`src/vcd_ppd_pkg.sv`:
```
`timescale 1ns / 1ps
// ----------------------------------------------------------------------------
// Pulse-position decoder package
// Shared widths, result codes, gap constants and the result record.
// ----------------------------------------------------------------------------
package vcd_ppd_pkg;

   localparam int PERIODS_W = 10;
   localparam int BYTE_W    = 8;
   localparam int PAIR_W    = 3;

   // Result kinds.
   localparam logic [1:0] KIND_DATA  = 2'd0;
   localparam logic [1:0] KIND_EOF   = 2'd1;
   localparam logic [1:0] KIND_ERROR = 2'd2;

   // Framing error codes.
   localparam logic [2:0] ERR_SLOT       = 3'd0;
   localparam logic [2:0] ERR_SOF        = 3'd1;
   localparam logic [2:0] ERR_WIDE_SHORT = 3'd2;
   localparam logic [2:0] ERR_WIDE_LONG  = 3'd3;
   localparam logic [2:0] ERR_FOUR_SHORT = 3'd4;
   localparam logic [2:0] ERR_FOUR_BAD   = 3'd5;
   localparam logic [2:0] ERR_ABSENT     = 3'd0;

   // Gap lengths in pulse periods.
   localparam logic [PERIODS_W-1:0] GAP_SLOT        = 10'd1;
   localparam logic [PERIODS_W-1:0] GAP_EOF         = 10'd2;
   localparam logic [PERIODS_W-1:0] GAP_SOF_FOUR    = 10'd4;
   localparam logic [PERIODS_W-1:0] GAP_SOF_WIDE    = 10'd6;
   localparam logic [PERIODS_W-1:0] WIDE_MAX        = 10'd512;
   localparam logic [PERIODS_W-1:0] WIDE_CARRY_BASE = 10'd511;
   localparam logic [PERIODS_W-1:0] CARRY_NEVER     = 10'd1023;
   localparam logic [PERIODS_W-1:0] FOUR_SOF_CARRY  = 10'd2;
   localparam logic [PERIODS_W-1:0] FOUR_CARRY_BASE = 10'd6;
   localparam logic [PAIR_W-1:0]    PAIRS_PER_BYTE  = 3'd4;
   localparam logic [BYTE_W-1:0]    BYTE_COUNT_MAX  = 8'd255;

   typedef struct packed {
      logic [1:0]        kind;
      logic [BYTE_W-1:0] data_byte;
      logic [BYTE_W-1:0] byte_count;
      logic              coding_wide;
      logic [2:0]        error_code;
   } rsp_type;

endpackage

```
`src/vcd_pulse_position_decoder.sv`:
```
`timescale 1ns / 1ps
// ----------------------------------------------------------------------------
// Pulse-position decoder for the vicinity-card reader link
// Decodes measured pulse gaps in 1-of-4 and 1-of-256 coding into bytes,
// end-of-frame markers and framing errors.
// ----------------------------------------------------------------------------
//
//  Channel | Direction | tdata (low bit up)                       | tuser
//  --------+-----------+------------------------------------------+-----------------
//  req_    | in        | periods[9:0], zero fill to 16 bits       | timeout
//  rsp_    | out       | data_byte, byte_count, coding_wide,      | kind[1:0]
//          |           | error_code[2:0], zero fill to 24 bits    |
//
// One gap is taken per clock cycle while rsp_ is not back-pressured. A
// transfer on req_ lands in the input register and is decoded by the core
// once the result register is empty or being drained; its result, if it has
// one, is loaded into the result register at the end of that cycle and
// raises rsp_tvalid. Gaps that give no result (slot pulses, partial 1-of-4
// bytes, start-of-frame gaps, timeouts) still take their turn in the core.
// The decode advances only when the result register is empty or being
// drained, so back pressure on rsp_ holds the input register, which then
// deasserts req_tready. Reset is synchronous and active high; it returns the
// decoder to the start-of-frame search and empties both registers.
module vcd_pulse_position_decoder (
   input  logic        clock,
   input  logic        reset,
   input  logic        req_tvalid,
   output logic        req_tready,
   input  logic [15:0] req_tdata,   // periods[9:0], zeros[15:10]
   input  logic        req_tuser,   // timeout
   output logic        rsp_tvalid,
   input  logic        rsp_tready,
   output logic [23:0] rsp_tdata,   // data_byte[7:0], byte_count[15:8],
                                    // coding_wide[16], error_code[19:17], zeros
   output logic [1:0]  rsp_tuser    // kind[1:0]
);

   // Input register: one gap waiting for the decode.
   logic                                in_valid_ff;
   logic                                in_timeout_ff;
   logic [vcd_ppd_pkg::PERIODS_W-1:0]   in_periods_ff;

   // Result register.
   logic                                out_valid_ff;
   vcd_ppd_pkg::rsp_type                out_res_ff;

   logic                                advance;
   logic                                res_valid;
   vcd_ppd_pkg::rsp_type                res;

   // The held gap is decoded whenever its result has somewhere to go.
   assign advance    = in_valid_ff && (!out_valid_ff || rsp_tready);
   assign req_tready = !in_valid_ff || advance;

   always_ff @(posedge clock) begin
      if (reset) begin
         in_valid_ff <= 1'b0;
      end else if (req_tready) begin
         in_valid_ff <= req_tvalid;
      end
   end

   always_ff @(posedge clock) begin
      if (req_tready && req_tvalid) begin
         in_timeout_ff <= req_tuser;
         in_periods_ff <= req_tdata[vcd_ppd_pkg::PERIODS_W-1:0];
      end
   end

   vcd_ppd_core u_core (
      .clock     (clock),
      .reset     (reset),
      .step      (advance),
      .timeout   (in_timeout_ff),
      .periods   (in_periods_ff),
      .res_valid (res_valid),
      .res       (res)
   );

   always_ff @(posedge clock) begin
      if (reset) begin
         out_valid_ff <= 1'b0;
      end else if (advance) begin
         out_valid_ff <= res_valid;
      end else if (rsp_tready) begin
         out_valid_ff <= 1'b0;
      end
   end

   always_ff @(posedge clock) begin
      if (advance && res_valid) begin
         out_res_ff <= res;
      end
   end

   assign rsp_tvalid = out_valid_ff;
   assign rsp_tuser  = out_res_ff.kind;
   assign rsp_tdata  = {4'd0,
                        out_res_ff.error_code,
                        out_res_ff.coding_wide,
                        out_res_ff.byte_count,
                        out_res_ff.data_byte};

endmodule

```
`src/vcd_ppd_core.sv`:
```
`timescale 1ns / 1ps
// ----------------------------------------------------------------------------
// Pulse-position decoder core
// Frame state registers and the single-pass gap decode for one item.
// ----------------------------------------------------------------------------
module vcd_ppd_core (
   input  logic                                clock,
   input  logic                                reset,
   input  logic                                step,
   input  logic                                timeout,
   input  logic [vcd_ppd_pkg::PERIODS_W-1:0]   periods,
   output logic                                res_valid,
   output vcd_ppd_pkg::rsp_type                res
);

   typedef enum logic [1:0] {
      PH_SEARCH = 2'd0,
      PH_CODING = 2'd1,
      PH_WIDE   = 2'd2,
      PH_FOUR   = 2'd3
   } phase_type;

   phase_type                              phase_ff, phase_in;
   logic                                   expect_ff, expect_in;
   logic [vcd_ppd_pkg::PERIODS_W-1:0]      carry_ff, carry_in;
   logic [vcd_ppd_pkg::BYTE_W-1:0]         shift_ff, shift_in;
   logic [vcd_ppd_pkg::PAIR_W-1:0]         pairs_ff, pairs_in;
   logic [vcd_ppd_pkg::BYTE_W-1:0]         bytes_ff, bytes_in;

   logic [vcd_ppd_pkg::PERIODS_W-1:0]      net;
   logic [vcd_ppd_pkg::PERIODS_W-1:0]      net_m1;
   logic [vcd_ppd_pkg::BYTE_W-1:0]         bytes_inc;
   logic [1:0]                             sym4;
   logic [vcd_ppd_pkg::PAIR_W-1:0]         pairs_inc;

   assign net       = periods - carry_ff;
   assign net_m1    = net - vcd_ppd_pkg::GAP_SLOT;
   assign sym4      = net[2:1];
   assign pairs_inc = pairs_ff + 3'd1;
   assign bytes_inc = (bytes_ff == vcd_ppd_pkg::BYTE_COUNT_MAX) ? bytes_ff
                                                                 : bytes_ff + 8'd1;

   always_comb begin
      phase_in  = phase_ff;
      expect_in = expect_ff;
      carry_in  = carry_ff;
      shift_in  = shift_ff;
      pairs_in  = pairs_ff;
      bytes_in  = bytes_ff;
      res_valid = 1'b0;
      res.kind        = vcd_ppd_pkg::KIND_ERROR;
      res.data_byte   = '0;
      res.byte_count  = bytes_ff;
      res.coding_wide = (phase_ff == PH_WIDE);
      res.error_code  = vcd_ppd_pkg::ERR_ABSENT;

      if (timeout) begin
         phase_in  = PH_SEARCH;
         expect_in = 1'b0;
      end else if (expect_ff) begin
         expect_in = 1'b0;
         if (periods != vcd_ppd_pkg::GAP_SLOT) begin
            res_valid      = 1'b1;
            res.error_code = vcd_ppd_pkg::ERR_SLOT;
            phase_in       = PH_SEARCH;
         end
      end else begin
         unique case (phase_ff)
            PH_SEARCH: begin
               if (periods == vcd_ppd_pkg::GAP_SLOT) begin
                  phase_in = PH_CODING;
               end
            end
            PH_CODING: begin
               if (periods == vcd_ppd_pkg::GAP_SOF_WIDE ||
                   periods == vcd_ppd_pkg::GAP_SOF_FOUR) begin
                  phase_in  = (periods == vcd_ppd_pkg::GAP_SOF_WIDE) ? PH_WIDE : PH_FOUR;
                  carry_in  = (periods == vcd_ppd_pkg::GAP_SOF_WIDE) ? '0
                                                                     : vcd_ppd_pkg::FOUR_SOF_CARRY;
                  expect_in = 1'b1;
                  shift_in  = '0;
                  pairs_in  = '0;
                  bytes_in  = '0;
               end else begin
                  phase_in        = PH_SEARCH;
                  res_valid       = 1'b1;
                  res.error_code  = vcd_ppd_pkg::ERR_SOF;
                  res.coding_wide = 1'b0;
               end
            end
            PH_WIDE: begin
               res_valid = 1'b1;
               if (carry_ff == vcd_ppd_pkg::CARRY_NEVER || carry_ff > periods) begin
                  res.error_code = vcd_ppd_pkg::ERR_WIDE_SHORT;
                  phase_in       = PH_SEARCH;
               end else if (net > vcd_ppd_pkg::WIDE_MAX) begin
                  res.error_code = vcd_ppd_pkg::ERR_WIDE_LONG;
                  phase_in       = PH_SEARCH;
               end else if (net == vcd_ppd_pkg::GAP_EOF) begin
                  res.kind = vcd_ppd_pkg::KIND_EOF;
                  phase_in = PH_SEARCH;
               end else begin
                  // The symbol value is the slot number; the rest of the
                  // 512-period frame is owed by the next gap.
                  carry_in       = vcd_ppd_pkg::WIDE_CARRY_BASE - net;
                  bytes_in       = bytes_inc;
                  expect_in      = 1'b1;
                  res.kind       = vcd_ppd_pkg::KIND_DATA;
                  res.data_byte  = net_m1[8:1];
                  res.byte_count = bytes_inc;
               end
            end
            PH_FOUR: begin
               if (carry_ff > periods) begin
                  res_valid      = 1'b1;
                  res.error_code = vcd_ppd_pkg::ERR_FOUR_SHORT;
                  phase_in       = PH_SEARCH;
               end else begin
                  carry_in = '0;
                  if (net == vcd_ppd_pkg::GAP_EOF) begin
                     res_valid = 1'b1;
                     res.kind  = vcd_ppd_pkg::KIND_EOF;
                     phase_in  = PH_SEARCH;
                  end else if (net[0] == 1'b0 || net > 10'd7) begin
                     res_valid      = 1'b1;
                     res.error_code = vcd_ppd_pkg::ERR_FOUR_BAD;
                     phase_in       = PH_SEARCH;
                  end else begin
                     carry_in  = vcd_ppd_pkg::FOUR_CARRY_BASE - {7'd0, sym4, 1'b0};
                     shift_in  = {sym4, shift_ff[7:2]};
                     expect_in = 1'b1;
                     pairs_in  = pairs_inc;
                     if (pairs_inc >= vcd_ppd_pkg::PAIRS_PER_BYTE) begin
                        pairs_in       = '0;
                        bytes_in       = bytes_inc;
                        res_valid      = 1'b1;
                        res.kind       = vcd_ppd_pkg::KIND_DATA;
                        res.data_byte  = {sym4, shift_ff[7:2]};
                        res.byte_count = bytes_inc;
                     end
                  end
               end
            end
            default: begin
               phase_in = PH_SEARCH;
            end
         endcase
      end
   end

   always_ff @(posedge clock) begin
      if (reset) begin
         phase_ff  <= PH_SEARCH;
         expect_ff <= 1'b0;
         carry_ff  <= '0;
         shift_ff  <= '0;
         pairs_ff  <= '0;
         bytes_ff  <= '0;
      end else if (step) begin
         phase_ff  <= phase_in;
         expect_ff <= expect_in;
         carry_ff  <= carry_in;
         shift_ff  <= shift_in;
         pairs_ff  <= pairs_in;
         bytes_ff  <= bytes_in;
      end
   end

   a_timeout_idles : assert property (@(posedge clock) disable iff (reset)
      step && timeout |=> phase_ff == PH_SEARCH && !expect_ff)
      else $error("timeout did not return the decoder to the search");

   a_timeout_silent : assert property (@(posedge clock) disable iff (reset)
      timeout |-> !res_valid)
      else $error("timeout produced a result");

   a_pairs_range : assert property (@(posedge clock) disable iff (reset)
      pairs_ff < vcd_ppd_pkg::PAIRS_PER_BYTE)
      else $error("pair counter passed a full byte");

   a_error_returns : assert property (@(posedge clock) disable iff (reset)
      step && res_valid && res.kind == vcd_ppd_pkg::KIND_ERROR
      |=> phase_ff == PH_SEARCH && !expect_ff)
      else $error("framing error did not restart the search");

endmodule

```
`config.mk`:
```
export PLATFORM = sky130hd
export DESIGN_NAME = vcd_pulse_position_decoder
export DESIGN_NICKNAME = d
export VERILOG_FILES = /design/src/vcd_ppd_pkg.sv /design/src/vcd_pulse_position_decoder.sv /design/src/vcd_ppd_core.sv
export SDC_FILE = /design/constraint.sdc
export NUM_CORES = 1
export LEC_CHECK = 0
export BUFFER_PORTS_ARGS = -buffer_cell sky130_fd_sc_hd__buf_4
export CAP_MARGIN = 20
export CORE_MARGIN = 2
export CORE_UTILIZATION = 55
export DETAILED_ROUTE_END_ITERATION = 6
export HOLD_SLACK_MARGIN = 0.15
export PLACE_DENSITY = 0.78
export SYNTH_ARGS = -nofsm -noshare
export SYNTH_HDL_FRONTEND = slang
export SYNTH_SLANG_ARGS = --single-unit
```
`constraint.sdc`:
```
create_clock -name clock -period 5.2 [get_ports clock]
set_input_delay 0.26 -clock clock [delete_from_list [all_inputs] [get_ports clock]]
set_output_delay 0.26 -clock clock [all_outputs]
set_load 0.02 [all_outputs]
```
Yosys cells after proc, flatten, opt, wreduce, memory -nomap -nowiden
Cells that the tools add are included.
{ "totals": {"reg_bits": 67, "inputBits": 21, "out_inout_bits": 28, "elab_cells": 153} }
{ "classes": {"add_sub_neg": 6, "n_lt_le_gt_ge": 4, "eq_ne": 22, "n_mux": 84, "bitwise_logic": 3, "n_reduce_logical": 19} }
{ "ops": {"columns": ["cell", "n"], "rows": [
  ["8-bit two-way mux", 12],
  ["18-bit two-way mux", 5],
  ["10-bit two-way mux", 7],
  ["18-bit one-hot mux with 2 select lines", 1],
  ["16-bit two-way mux", 2],
  ["3-bit two-way mux", 10],
  ["10-bit one-hot mux with 3 select lines", 1],
  ["2-bit two-way mux", 14],
  ["8-bit one-hot mux with 3 select lines", 1],
  ["1-bit two-way mux", 22],
  ["10-bit by 3-bit equality test with 1-bit output, second input constant", 2],
  ["8-bit one-hot mux with 2 select lines", 1],
  ["12-bit two-way mux", 1],
  ["2-bit != test, second input constant", 6],
  ["12-bit AND reduction", 1],
  ["10-bit by 1-bit equality test with 1-bit output, second input constant", 1],
  ["10-bit equality test, second input constant", 1],
  ["10-bit by 2-bit equality test with 1-bit output, second input constant", 1],
  ["10-bit > comparator", 1],
  ["10-bit > comparator, second input constant", 1],
  ["10-bit by 3-bit > comparator with 1-bit output, second input constant", 1],
  ["10-bit by 1-bit != test with 1-bit output, second input constant", 1],
  ["10-bit subtractor", 1],
  ["9-bit by 10-bit subtractor with 10-bit output, first input constant", 1],
  ["other kinds (30)", 43]
]} }

Logic depth before layout (Yosys ltp)
Gate-level depths: netlist of the first run.
{ "logic_depth": {"ltp_word": 10, "ltp_mapped": 14, "depth_no_buf": 12} }

Hierarchy
Synthesis of the first run repeated with hierarchy kept, for this count alone.
{ "hier_totals": {"cells_unflattened": 440, "hier_area_um2": 4087.7} }
{ "by_module_without_submodules": {"columns": ["mod", "n_inst", "cells_per_inst", "area_each_um2", "seq_area_each_um2"], "rows": [
  ["vcd_ppd_core", 1, 391, 2960.3, 600.6],
  ["vcd_pulse_position_decoder", 1, 49, 1127.3, 1031.0]
]} }

Worst setup path after synthesis of the first run
OpenSTA, ideal clock, no wires.
{ "synth_path": {"path_kind": "reg2reg", "start": "reg in_periods_ff[0] (netlist name)", "end": "reg out_res_ff, in the netlist rsp_tdata[0] (enable)", "setup_ps": 429, "arrival_ps": 3959, "t_required_ps": 4771, "slack_ps": 812, "stages_incl_launch_ff": 13, "n_path_buf": 0, "period_less_slack_ps": 4388, "path_cell_list": "edfxtp_1 -> inv_1 -> ha_1 -> fa_1 -> nand2b_1 -> a211oi_2 -> nor2_1 -> a211oi_2 -> nor4_4 -> nand4_4 -> o22a_1 -> mux2i_1 -> nor3_1"} }
{ "synth_via": {"elab_chain_cells": 10, "elab_cells_between_ends": 19, "classes_between": "add/sub (1); order compare (2); eq/ne (4); mux (8); bitwise (1); reduce/logical (3)"} }
{ "synth_lines": {"columns": ["element", "line", "rtl"], "rows": [
  ["start: declaration", "vcd_pulse_position_decoder.sv:41", "logic [vcd_ppd_pkg::PERIODS_W-1:0] in_periods_ff;"],
  ["start signal: assignment", "vcd_pulse_position_decoder.sv:66", "in_periods_ff <= req_tdata[vcd_ppd_pkg::PERIODS_W-1:0];"],
  ["10-bit subtractor", "vcd_ppd_core.sv:36", "assign net = periods - carry_ff;"],
  ["10-bit by 3-bit > comparator with 1-bit output or 1-bit inverter (tied branches)", "vcd_ppd_core.sv:124", "end else if (net[0] == 1'b0 || net > 10'd7) begin"],
  ["1-bit logical OR", "vcd_ppd_core.sv:124", null],
  ["1-bit two-way mux", "vcd_ppd_core.sv:124", null],
  ["1-bit two-way mux", "vcd_ppd_core.sv:120", "if (net == vcd_ppd_pkg::GAP_EOF) begin"],
  ["1-bit two-way mux", "vcd_ppd_core.sv:114", "if (carry_ff > periods) begin"],
  ["1-bit one-hot mux with 3 select lines", "vcd_ppd_core.sv:68", "unique case (phase_ff)"],
  ["1-bit two-way mux (*)", "vcd_ppd_core.sv:60", "end else if (expect_ff) begin"],
  ["1-bit two-way mux (*)", "vcd_ppd_core.sv:57", "if (timeout) begin"],
  ["1-bit logical AND (*)", "vcd_pulse_position_decoder.sv:91", "if (advance && res_valid) begin"],
  ["end signal: assignment", "vcd_pulse_position_decoder.sv:92", "out_res_ff <= res;"],
  ["end: declaration", "vcd_pulse_position_decoder.sv:45", "vcd_ppd_pkg::rsp_type out_res_ff;"]
]} }
Every way passes the cells marked *; elsewhere a longest branch is shown, timed or not.
A chain may end at the register's enable or synchronous reset.

==> results of run 1 <==
==> layout make-up <==
type                       count  area share
timing repair buffer          52      0.0903
multi-input combinational    322       0.470
inverter                      20      0.0161
clock inverter                 7      0.0204
clock buffer                   9      0.0266
tap                           99      0.0266
sequential                    65       0.350
==> kinds of logic (layout without fill, tap and decap cells) <==
logic type	count (synthesis)	in the layout	synth area share
AND/OR/NAND/NOR	170	170	0.233
buffers and inverters	39	88	0.0440
other	1	4	0.000943
AO/OA/AOI/OAI	104	104	0.187
flip-flops	65	65	0.410
XOR/XNOR	17	17	0.0393
multiplexers	10	10	0.0293
adder cells (fa/ha/maj)	17	17	0.0554
==> Yosys cell counts (6+ instances only) <==
cell	n
xnor2_1	9
dfxtp_1	32
edfxtp_1	33
xor2_1	7
clkbuf_1	11
nor3_1	8
nand3_1	26
o31ai_1	12
a21oi_1	23
nand4_1	6
nor2_1	32
mux2i_1	6
nand2_1	38
inv_1	19
nand2b_1	10
or4_1	10
a22oi_1	10
o21ai_0	11
ha_1	16
==> metal layers <==
metal  global-route usage  part of all wire  wire length, um  vias up
li1                     -                 -                -     1680
met1                0.326              0.46             4110     1551
met4               0.0692             0.014              127        0
met5                    0                 0                0        -
met2                0.374              0.46             4090      147
met3               0.0369             0.061              537       21
==> power by group through the flow <==
stage          Combinational [mW]  Sequential, mW  Clock, mW
2_1_floorplan              0.0862           0.557          0
3_3_place_gp                0.107           0.558          0
3_5_place_dp                0.110           0.558          0
4_1_cts                     0.118           0.547      0.474
5_1_grt                     0.131           0.547      0.497
6_report                    0.120           0.547      0.471
==> per-stage QoR <==
step	worst slack (ps)	cell area, um^2	hold WS, ps	utilization
after floorplan	812	3990	359	-
after global placement	1300	4320	438	0.605
after detailed placement	1230	4320	439	0.605
after CTS	1230	4660	293	0.653
after global routing	919	4660	315	0.653
final	1190	4660	301	0.653
==> registers in the layout (all words and copies together) (netlist names) <==
name	count
rsp_tuser	2
in_periods_ff	10
u_core.pairs_ff	3
u_core.shift_ff	6
rsp_tvalid	1
u_core.phase_ff	2
u_core.bytes_ff	8
in_timeout_ff	1
in_valid_ff	1
u_core.carry_ff	10
u_core.expect_ff	1
rsp_tdata	20
==> worst register-to-register path: stages (launching register included) <==
cell	delay (ps)
edfxtp_1	350
inv_1	70
ha_1	240
fa_1	460
nand2b_1	200
a21oi_1	240
xnor2_1	180
o21ai_1	190
nor4_4	550
nand4_2	250
mux2i_4	460
nand3_1	220
mux2_1	350
==> worst paths after layout <==
kind	start	endpoint	depth (start not counted)
worst max-delay path	in_periods_ff[0]	rsp_tdata[9]	12
worst min-delay path	rsp_tready	in_valid_ff	4
worst max register to register	in_periods_ff[0]	rsp_tdata[9]	12
worst min register to register	u_core.pairs_ff[1]	u_core.pairs_ff[1]	2
==> summary.md, run 1 <==
| Metric | Value |
|---|---|
| Number of synthesized flops with an enable pin | 33 |
| Initial antenna violation count | 0 |
| Critical Path Max Stage Delay | 550 ps |
| Clock latency on the worst-skew pair | 350 ps |
| Num CTS Buffers | 9 |
| Worst path top cell family by delay | simple AND/OR/NAND/NOR gates |
| RSZ-0062 raised after global routing | false |
| Gpl congestion | 0.885 |
| Die Span Y | approximately 90 um |
| Psw | 0.281 mW |
| Run status | finished clean |
| Vias in the first global route | 2,976 |
| Reg clk slew, reported paths | 80 ps |
| Clk buf depth | 2 |
| # diodes | 0 |
| Worst Setup Start Kind | flip-flop |
| Layout Nets | 508 |
| VDD IR max | 0.000187 V |
| PnR Total Power | 1.14 mW |
| Main area contributors after synthesis | edfxtp_1 (25%), dfxtp_1 (16%), ha_1 (5.0%), nand2_1 (3.6%), nand3_1 (3.3%) |
| Violation count after the first detailed-routing iteration | approximately 380 |
| Synth Warn # | 0 |
| Total gr overflow | 0 |
| Most common cell after layout, fill and taps aside | buf_4 |
| Post-route ant nets | 0 |
| Share of total power in the clock network | 0.414 |
| Ys async rst share | 0 |
| Layout Area Growth over Synthesis | 17.1% |
| Power Dens Cells | 244 nW/um^2 |
| GRT Overall Usage | 0.233 |
| Core footprint | slightly above 7000 um^2 |
| Die ar. | a little under 8000 um^2 |
| CTS tree | yes |
| Post-CTS Setup Bufs | 0 |
| Fraction of final layout cells sized beyond drive strength 1 | 0.166 |
| Maximum level of the CTS H-tree | 3 |
| Setup TNS | 0 ps |
| Critical Path AT | 4120 ps |
| Clock Sink Count | 65 |
| Avg Cell Area, Syn | 9.40 um^2 |
| Switching part of the total power | 0.247 |
| Sequential cell area fraction in the yosys report | 0.410 |
| Fin cells | 574 |
| CP required | 5310 ps |
| Part of the power in registers | 0.481 |
| Yosys top cell area share | 0.249 |
| Routed vias | 3,399 |
| Die Width | 89.0 um |
| Top_reg_cell synth | edfxtp_1 |
| CTS resizes | 0 |
| Max-slew headroom | 0.517 |
| Post-synthesis register bit count | 65 |
| Lkg Pwr | 1.71 nW |
| DR DRC count | 0 |
| Final wirelength | 8.87 mm |
| Max Freq | between 200 and 250 MHz |
| Register area | ~1600 um^2 |
| Critical-path top delay cell | nor4_4 |
| Comb power frac | 0.105 |
| Cells after DPL | 546 |
| # fillers | approximately 600 |
| Netlist Area Pre-Place | 3980 um^2 |
| Clk root buf | clkbuf_8 |
| Worst Hold Class | input pin to flip-flop |
| Final setup vio count | 0 |
| Synth area leader | edfxtp_1 |
| CP bufs+invs | 1 |
| Commonest non-fill, non-tap cells in the layout | buf_4 (40), nand2_1 (38), edfxtp_1 (33) |
| Crit Path Class | flip-flop to flip-flop |
| Pint | 0.857 mW |
| Clk_skew | approximately 13 ps |
| Period utilization | 0.770 |
| Routed length per instance | 15.4 um |
| R2R Setup Slk | 1190 ps |
| Total iterations of the first detailed-routing run | 5 |
| Multi-input logic area | 2190 um^2 |
| Fin crit period | 4010 ps |
| I/O Buffers | 38 |
| Pin count of the biggest net entering global routing | 38 |
| Final Hold Violating Endpoints | 0 |
| Max Cap Viol | 0 |
| CP endpoint kind | flip-flop |
| # rows | 31 |
| Crit Path Max Fanout | 18 |
| I/O pins | 49 |
| Final HPWL DP | 6.25 mm |
| Least-Margin Pin Slew | 721 ps |
| Cell variety after synth | 73 |
| Initial Util | 0.557 |
| Vias per std cell | around 5.9 |
| Crit-path cells | inv_1, ha_1, fa_1, nand2b_1, a21oi_1, xnor2_1, o21ai_1, nor4_4, nand4_2, mux2i_4, nand3_1, mux2_1 |
| Cells after Synth | 423 |
| First-pass GRT wire length | 14.3 mm |
| Slew Limit Fails | 0 |
| Hold buffers post-CTS | 12 |
Power figures use the tool's default switching activity.
==> run 2, diff against run 1 <==
clock period = 4 ns   (was 5.2 ns; I/O delays follow)
==> run 2 against run 1 <==
Net effect: non-clock buffer count grew 7; via count up 1.0%; critical path depth is the same; cell area increased by 0.43%; die area unchanged; global-route usage is 0.25 points higher; register-to-register slack got worse by 960 ps; largest cell class unchanged; highest routed layer unchanged.
==> summary.md, run 2 (synthesis results as in run 1) <==
| Metric | Value |
|---|---|
| Run status | finished clean |
| Post-route ant nets | 0 |
| Clock Sink Count | 65 |
| Final wirelength | 8.67 mm |
| Crit Path Max Fanout | 4 |
| # rows | 31 |
| Clock latency on the worst-skew pair | around 340 ps |
| Vias in the first global route | 3,097 |
| R2R Setup Slk | 240 ps |
| # diodes | 0 |
| Design area | about 4700 um^2 |
| DR DRC count | 0 |
| R2R cell count | 12 |
| Vias per std cell | 5.92 |
| Fin crit period | roughly 3800 ps |
| Violation count after the first detailed-routing iteration | 292 |
| CP required | slightly above 4000 ps |
| First-pass GRT wire length | 14.6 mm |
| Final setup vio count | 0 |
| Die ar. | 7930 um^2 |
| # fillers | a little under 600 |
| Reg clk slew, reported paths | about 70 ps |
| Critical Path AT | 3860 ps |
| DP Area | between 4000 and 5000 um^2 |
| Final Hold Violating Endpoints | 0 |
| Gpl congestion | just over 0.9 |
| Core footprint | around 7100 um^2 |
| VDD IR max | 0.000265 V |
| Total iterations of the first detailed-routing run | 5 |
| Clk root buf | clkbuf_8 |
| CP endpoint kind | flip-flop |
| Clk buf depth | 2 |
| Num CTS Buffers | 9 |
| Least-Margin Pin Slew | 689 ps |
| Clk_skew | 7.93 ps |
| Period utilization | 0.940 |
| Critical path origin | in_periods_ff[0] |
| Max Freq | 266 MHz |
| Routed vias | around 3.4k |
| Worst Setup Start Kind | flip-flop |
| Layout Area Growth over Synthesis | 17.6% |
| Largest register FFs | 20 |
| Maximum level of the CTS H-tree | 3 |
| R2R Path Start | in_periods_ff[0] |
| Worst Hold Class | input pin to flip-flop |
| Lkg Pwr | between 1.5 and 2 nW |
| Slew Limit Fails | 0 |
| Max-slew headroom | 0.539 |
| I/O Buffers | 38 |
| Crit Path Class | flip-flop to flip-flop |
| RSZ-0062 raised after global routing | false |
| Final HPWL DP | 6.28 mm |
| Routed length per instance | 14.9 um |
| Pin count of the biggest net entering global routing | 38 |
| Die Span Y | 89.0 um |
| Initial Util | 0.557 |
| Power Dens Cells | 299 nW/um^2 |
| Post-CTS Setup Bufs | 0 |
| Max Cap Viol | 0 |
| FF-to-FF End | rsp_tdata[9] |
| Layout Nets | ~500 |
| I/O pins | 49 |
| Fraction of final layout cells sized beyond drive strength 1 | 0.175 |
| Hold path cells | 4 |
| Initial antenna violation count | 0 |
| Total gr overflow | 0 |
| GRT Overall Usage | 0.235 |
| Die Width | about 90 um |
| CTS tree | yes |
| Most common cell after layout, fill and taps aside | buf_4 |
| Worst setup path endpoint | rsp_tdata[9] |
| Setup TNS | 0 ps |
| Commonest non-fill, non-tap cells in the layout | buf_4 (47), nand2_1 (38), edfxtp_1 (33) |
-- run 2: cell types whose count changed in the layout (fill, tap and decap cells not counted) --
| cell | previous run | this run |
|---|---|---|
| bufinv_16 | 2 | 1 |
| clkbuf_1 | 0 | 1 |
| clkinv_1 | 1 | 2 |
| clkinv_4 | 2 | 0 |
| buf_4 | 40 | 47 |
| clkinvlp_4 | 1 | 0 |
| clkbuf_8 | 9 | 10 |
| o21a_1 | 1 | 0 |
| o21a_2 | 0 | 1 |
-- run 2: final cells by class --
class / count / area [um^2] / area share
Clock buffer: 11 / 141 / 0.0302
Clock inverter: 4 / 43.8 / 0.00936
Inverter: 20 / 75.1 / 0.0161
Multi-Input combinational cell: 322 / 2190 / 0.468
Sequential cell: 65 / 1630 / 0.349
Tap cell: 99 / 124 / 0.0265
Timing Repair Buffer: 59 / 473 / 0.101
-- run 2: critical path: stages, from the launching register on --
cell and delay (ps):
edfxtp_1 340, inv_1 70, ha_1 240, fa_1 480
nand2b_1 200, a211oi_2 330, o211a_1 240, a211oi_2 80
nor4_2 540, o21ai_1 180, a21oi_2 280, nand3_1 180
mux2_1 340
-- run 2: timing repair --
item,in CTS,in global routing
gates resized for setup,0,1
setup endpoints to repair,0,1
endpoints found under the hold margin,12,0
hold buffers,12,0
-- run 2: how the worst min path moves through the flow --
stage / from / end
2_1_floorplan: req_tdata[0] / in_periods_ff[0]
3_3_place_gp: req_tdata[0] / in_periods_ff[0]
3_5_place_dp: req_tuser / in_timeout_ff
4_1_cts: rsp_tready / in_valid_ff
5_1_grt: reset / in_valid_ff
6_report: rsp_tready / in_valid_ff
-- run 2: metal layers --
layer	global-route usage	wire, um
met1	0.325	4000
met2	0.383	4030
met3	0.0369	495
met4	0.0706	141
met5	0	0
-- run 2: report_power, final --
group / internal, mW / leakage [nW] / total (mW) / switching [mW]
Sequential: 0.705 / 0.601 / 0.712 / 0.00732
Clock: 0.297 / 0.0966 / 0.530 / 0.233
Combinational: 0.0610 / 1.03 / 0.156 / 0.0946
Total: 1.06 / 1.73 / 1.40 / 0.335
-- run 2: metrics by stage --
| stage | utilization | hold slack [ps] | setup slack, ps | instances | power, mW |
|---|---|---|---|---|---|
| finish | 0.655 | 240 | 239 | 580 | 1.40 |
| global route | 0.655 | 273 | 45.0 | 580 | 1.45 |
| CTS | 0.655 | 237 | 290 | 580 | 1.40 |
| detailed placement | 0.612 | 379 | 297 | 553 | 0.869 |
| global placement | 0.612 | 378 | 376 | 553 | 0.866 |
| floorplan | - | 299 | 282 | 426 | 0.836 |
==> run 3, diff against run 2 <==
CORE_UTILIZATION = 59   (was 55)
CTS_BUF_LIST = sky130_fd_sc_hd__clkbuf_4 sky130_fd_sc_hd__clkbuf_8 sky130_fd_sc_hd__clkbuf_16   (was default)
GPL_TIMING_DRIVEN = 0   (was default)
PLACE_DENSITY = 0.83   (was 0.78)
==> run 3 against run 2 <==
Net effect: worst hold slack improved by 51 ps; clock skew rose by 2.3 ps; cell area rose by 3.5%; sequential power barely moved; wire length rose by 19%; die area fell by 6.5%; total power rose by 12%; clock power rose by 27%; count of clock-buffer cells in the layout fell by 1; first-iteration DRC count rose by 24%; worst setup slack got worse by 78 ps; combinational power rose by 18%; critical endpoint is now rsp_tdata[14].
==> summary.md, run 3 (synthesis results as in run 1) <==
| Metric | Value |
|---|---|
| Run status | finished clean |
| Register area | between 1500 and 2000 um^2 |
| Maximum level of the CTS H-tree | 3 |
| Crit Path Max Fanout | 10 |
| R2R Setup Slk | 160 ps |
| Vias per std cell | roughly 6.4 |
| Die Width | 86.1 um |
| CP endpoint kind | flip-flop |
| Worst Setup Start Kind | flip-flop |
| Slew Limit Fails | 0 |
| CP required | about 4000 ps |
| First-pass GRT wire length | about 16 mm |
| Place WS | -81.9 ps |
| PnR worst setup slack | 160 ps |
| Worst Hold Path EP | rsp_tvalid |
| GRT met3 Usage | 0.0558 |
| Clock latency on the worst-skew pair | 340 ps |
| Met1 usage | 0.363 |
| Post-route ant nets | 0 |
| Max Cap Viol | 0 |
| # diodes | 0 |
| Max-slew headroom | 0.503 |
| Lkg Pwr | 1.80 nW |
| # rows | 29 |
| Commonest non-fill, non-tap cells in the layout | buf_4 (47), nand2_1 (38), edfxtp_1 (33) |
| Fraction of final layout cells sized beyond drive strength 1 | 0.187 |
| R2R cell count | 16 |
| Total iterations of the first detailed-routing run | 7 |
| GRT Overall Usage | 0.283 |
| Routed length per instance | 18.0 um |
| Core footprint | 6420 um^2 |
| Most common cell after layout, fill and taps aside | buf_4 |
| Met2 GRT Util | 0.468 |
| Max Freq | 260 MHz |
| Critical Path AT | just under 4000 ps |
| Hold path cells | 4 |
| R2R Path Start | in_periods_ff[0] |
| Pin count of the biggest net entering global routing | 12 |
| Initial antenna violation count | 0 |
| Period utilization | 0.960 |
| Clock Sink Count | 65 |
| Setup TNS | 0 ps |
| DR DRC count | 0 |
| I/O pins | 49 |
| GR peak layer | met2 |
| Violation count after the first detailed-routing iteration | 362 |
| Clk root buf | clkbuf_8 |
| Routed vias | 3,688 |
| Multi-input logic area | roughly 2200 um^2 |
| Worst Hold Launch | rsp_tready |
| Power Dens Cells | 325 nW/um^2 |
| Die ar. | about 7400 um^2 |
| Largest register FFs | 20 |
| Layout Area Growth over Synthesis | 21.7% |
| # fillers | 443 |
| Total gr overflow | 0 |
| Final setup vio count | 0 |
| Worst Hold Class | input pin to flip-flop |
| VDD IR max | between 0.0002 and 0.0003 V |
| Clk_skew | 10.2 ps |
| I/O Buffers | 37 |
| Gpl congestion | 0.948 |
| Reg clk slew, reported paths | 70 ps |
| Final HPWL DP | 6.88 mm |
| Layout Nets | 531 |
| CTS tree | yes |
| Final Hold Violating Endpoints | 0 |
| FF-to-FF End | rsp_tdata[14] |
| Initial Util | 0.619 |
| Num CTS Buffers | 9 |
| Least-Margin Pin Slew | approximately 740 ps |
| Die Span Y | 86.1 um |
| Fin crit period | between 3000 and 4000 ps |
| Vias in the first global route | 3,362 |
| Clk buf depth | 2 |
| Final wirelength | 10.4 mm |
| Crit Path Class | flip-flop to flip-flop |
[run 3: repair_timing]
action                     CTS  global route
buffers inserted             0             6
setup endpoints to repair   22            39
pin swaps                    0             3
gates resized for setup      1             6
cloned                       1             0
hold endpoints to repair    12             0
hold buffers                12             0
[run 3: per-layer routing]
layer / vias up / share of wire
met2: 194 / 0.48
li1: 1725 / -
met1: 1739 / 0.41
met3: 30 / 0.085
met4: 0 / 0.025
met5: - / 0
[run 3: where the power goes]
group          switching (mW)  internal, mW
registers             0.00835         0.704
logic                   0.110        0.0745
clock network           0.257         0.418
total                   0.376          1.20
[run 3: metrics by stage]
stage	instance area (um^2)	power, mW	std cells	util	hold WS [ps]
after CTS	4750	1.55	569	0.739	247
after detailed placement	4370	0.877	540	0.681	379
after global routing	4840	1.62	575	0.754	327
final	4840	1.57	575	0.754	291
after floorplan	3990	0.836	426	-	299
after global placement	4370	0.872	540	0.680	378
[run 3: critical path, stage by stage, from the launching register on]
cell and delay (ps):
edfxtp_1 370, inv_1 90, ha_1 240, fa_1 470, nand2b_1 200, a211oi_2 290
nor2_1 140, a211oi_4 390, nor4_4 50, buf_4 180, and3_1 160, buf_2 170
mux2i_4 270, buf_4 170, buf_6 130, nand3_1 110, mux2i_1 150
[run 3: layout make-up]
class	count	share of cell area
plain buffers	19	0.0207
clock inverters	6	0.0220
well taps	77	0.0199
inverters	20	0.0155
multi-input cells	323	0.464
repair buffers	55	0.0941
clock buffers	10	0.0271
flip-flops and latches	65	0.337
[run 3: worst max path at each step]
stage,from,slack (ps),to
floorplan,in_periods_ff[0],280,rsp_tdata[0]
global placement,in_periods_ff[0],-340,rsp_tdata[5]
detailed placement,in_periods_ff[0],-80,rsp_tdata[7]
CTS,in_periods_ff[0],10,rsp_tdata[16]
global route,in_periods_ff[0],-0.3,rsp_tdata[16]
finish,in_periods_ff[0],160,rsp_tdata[14]
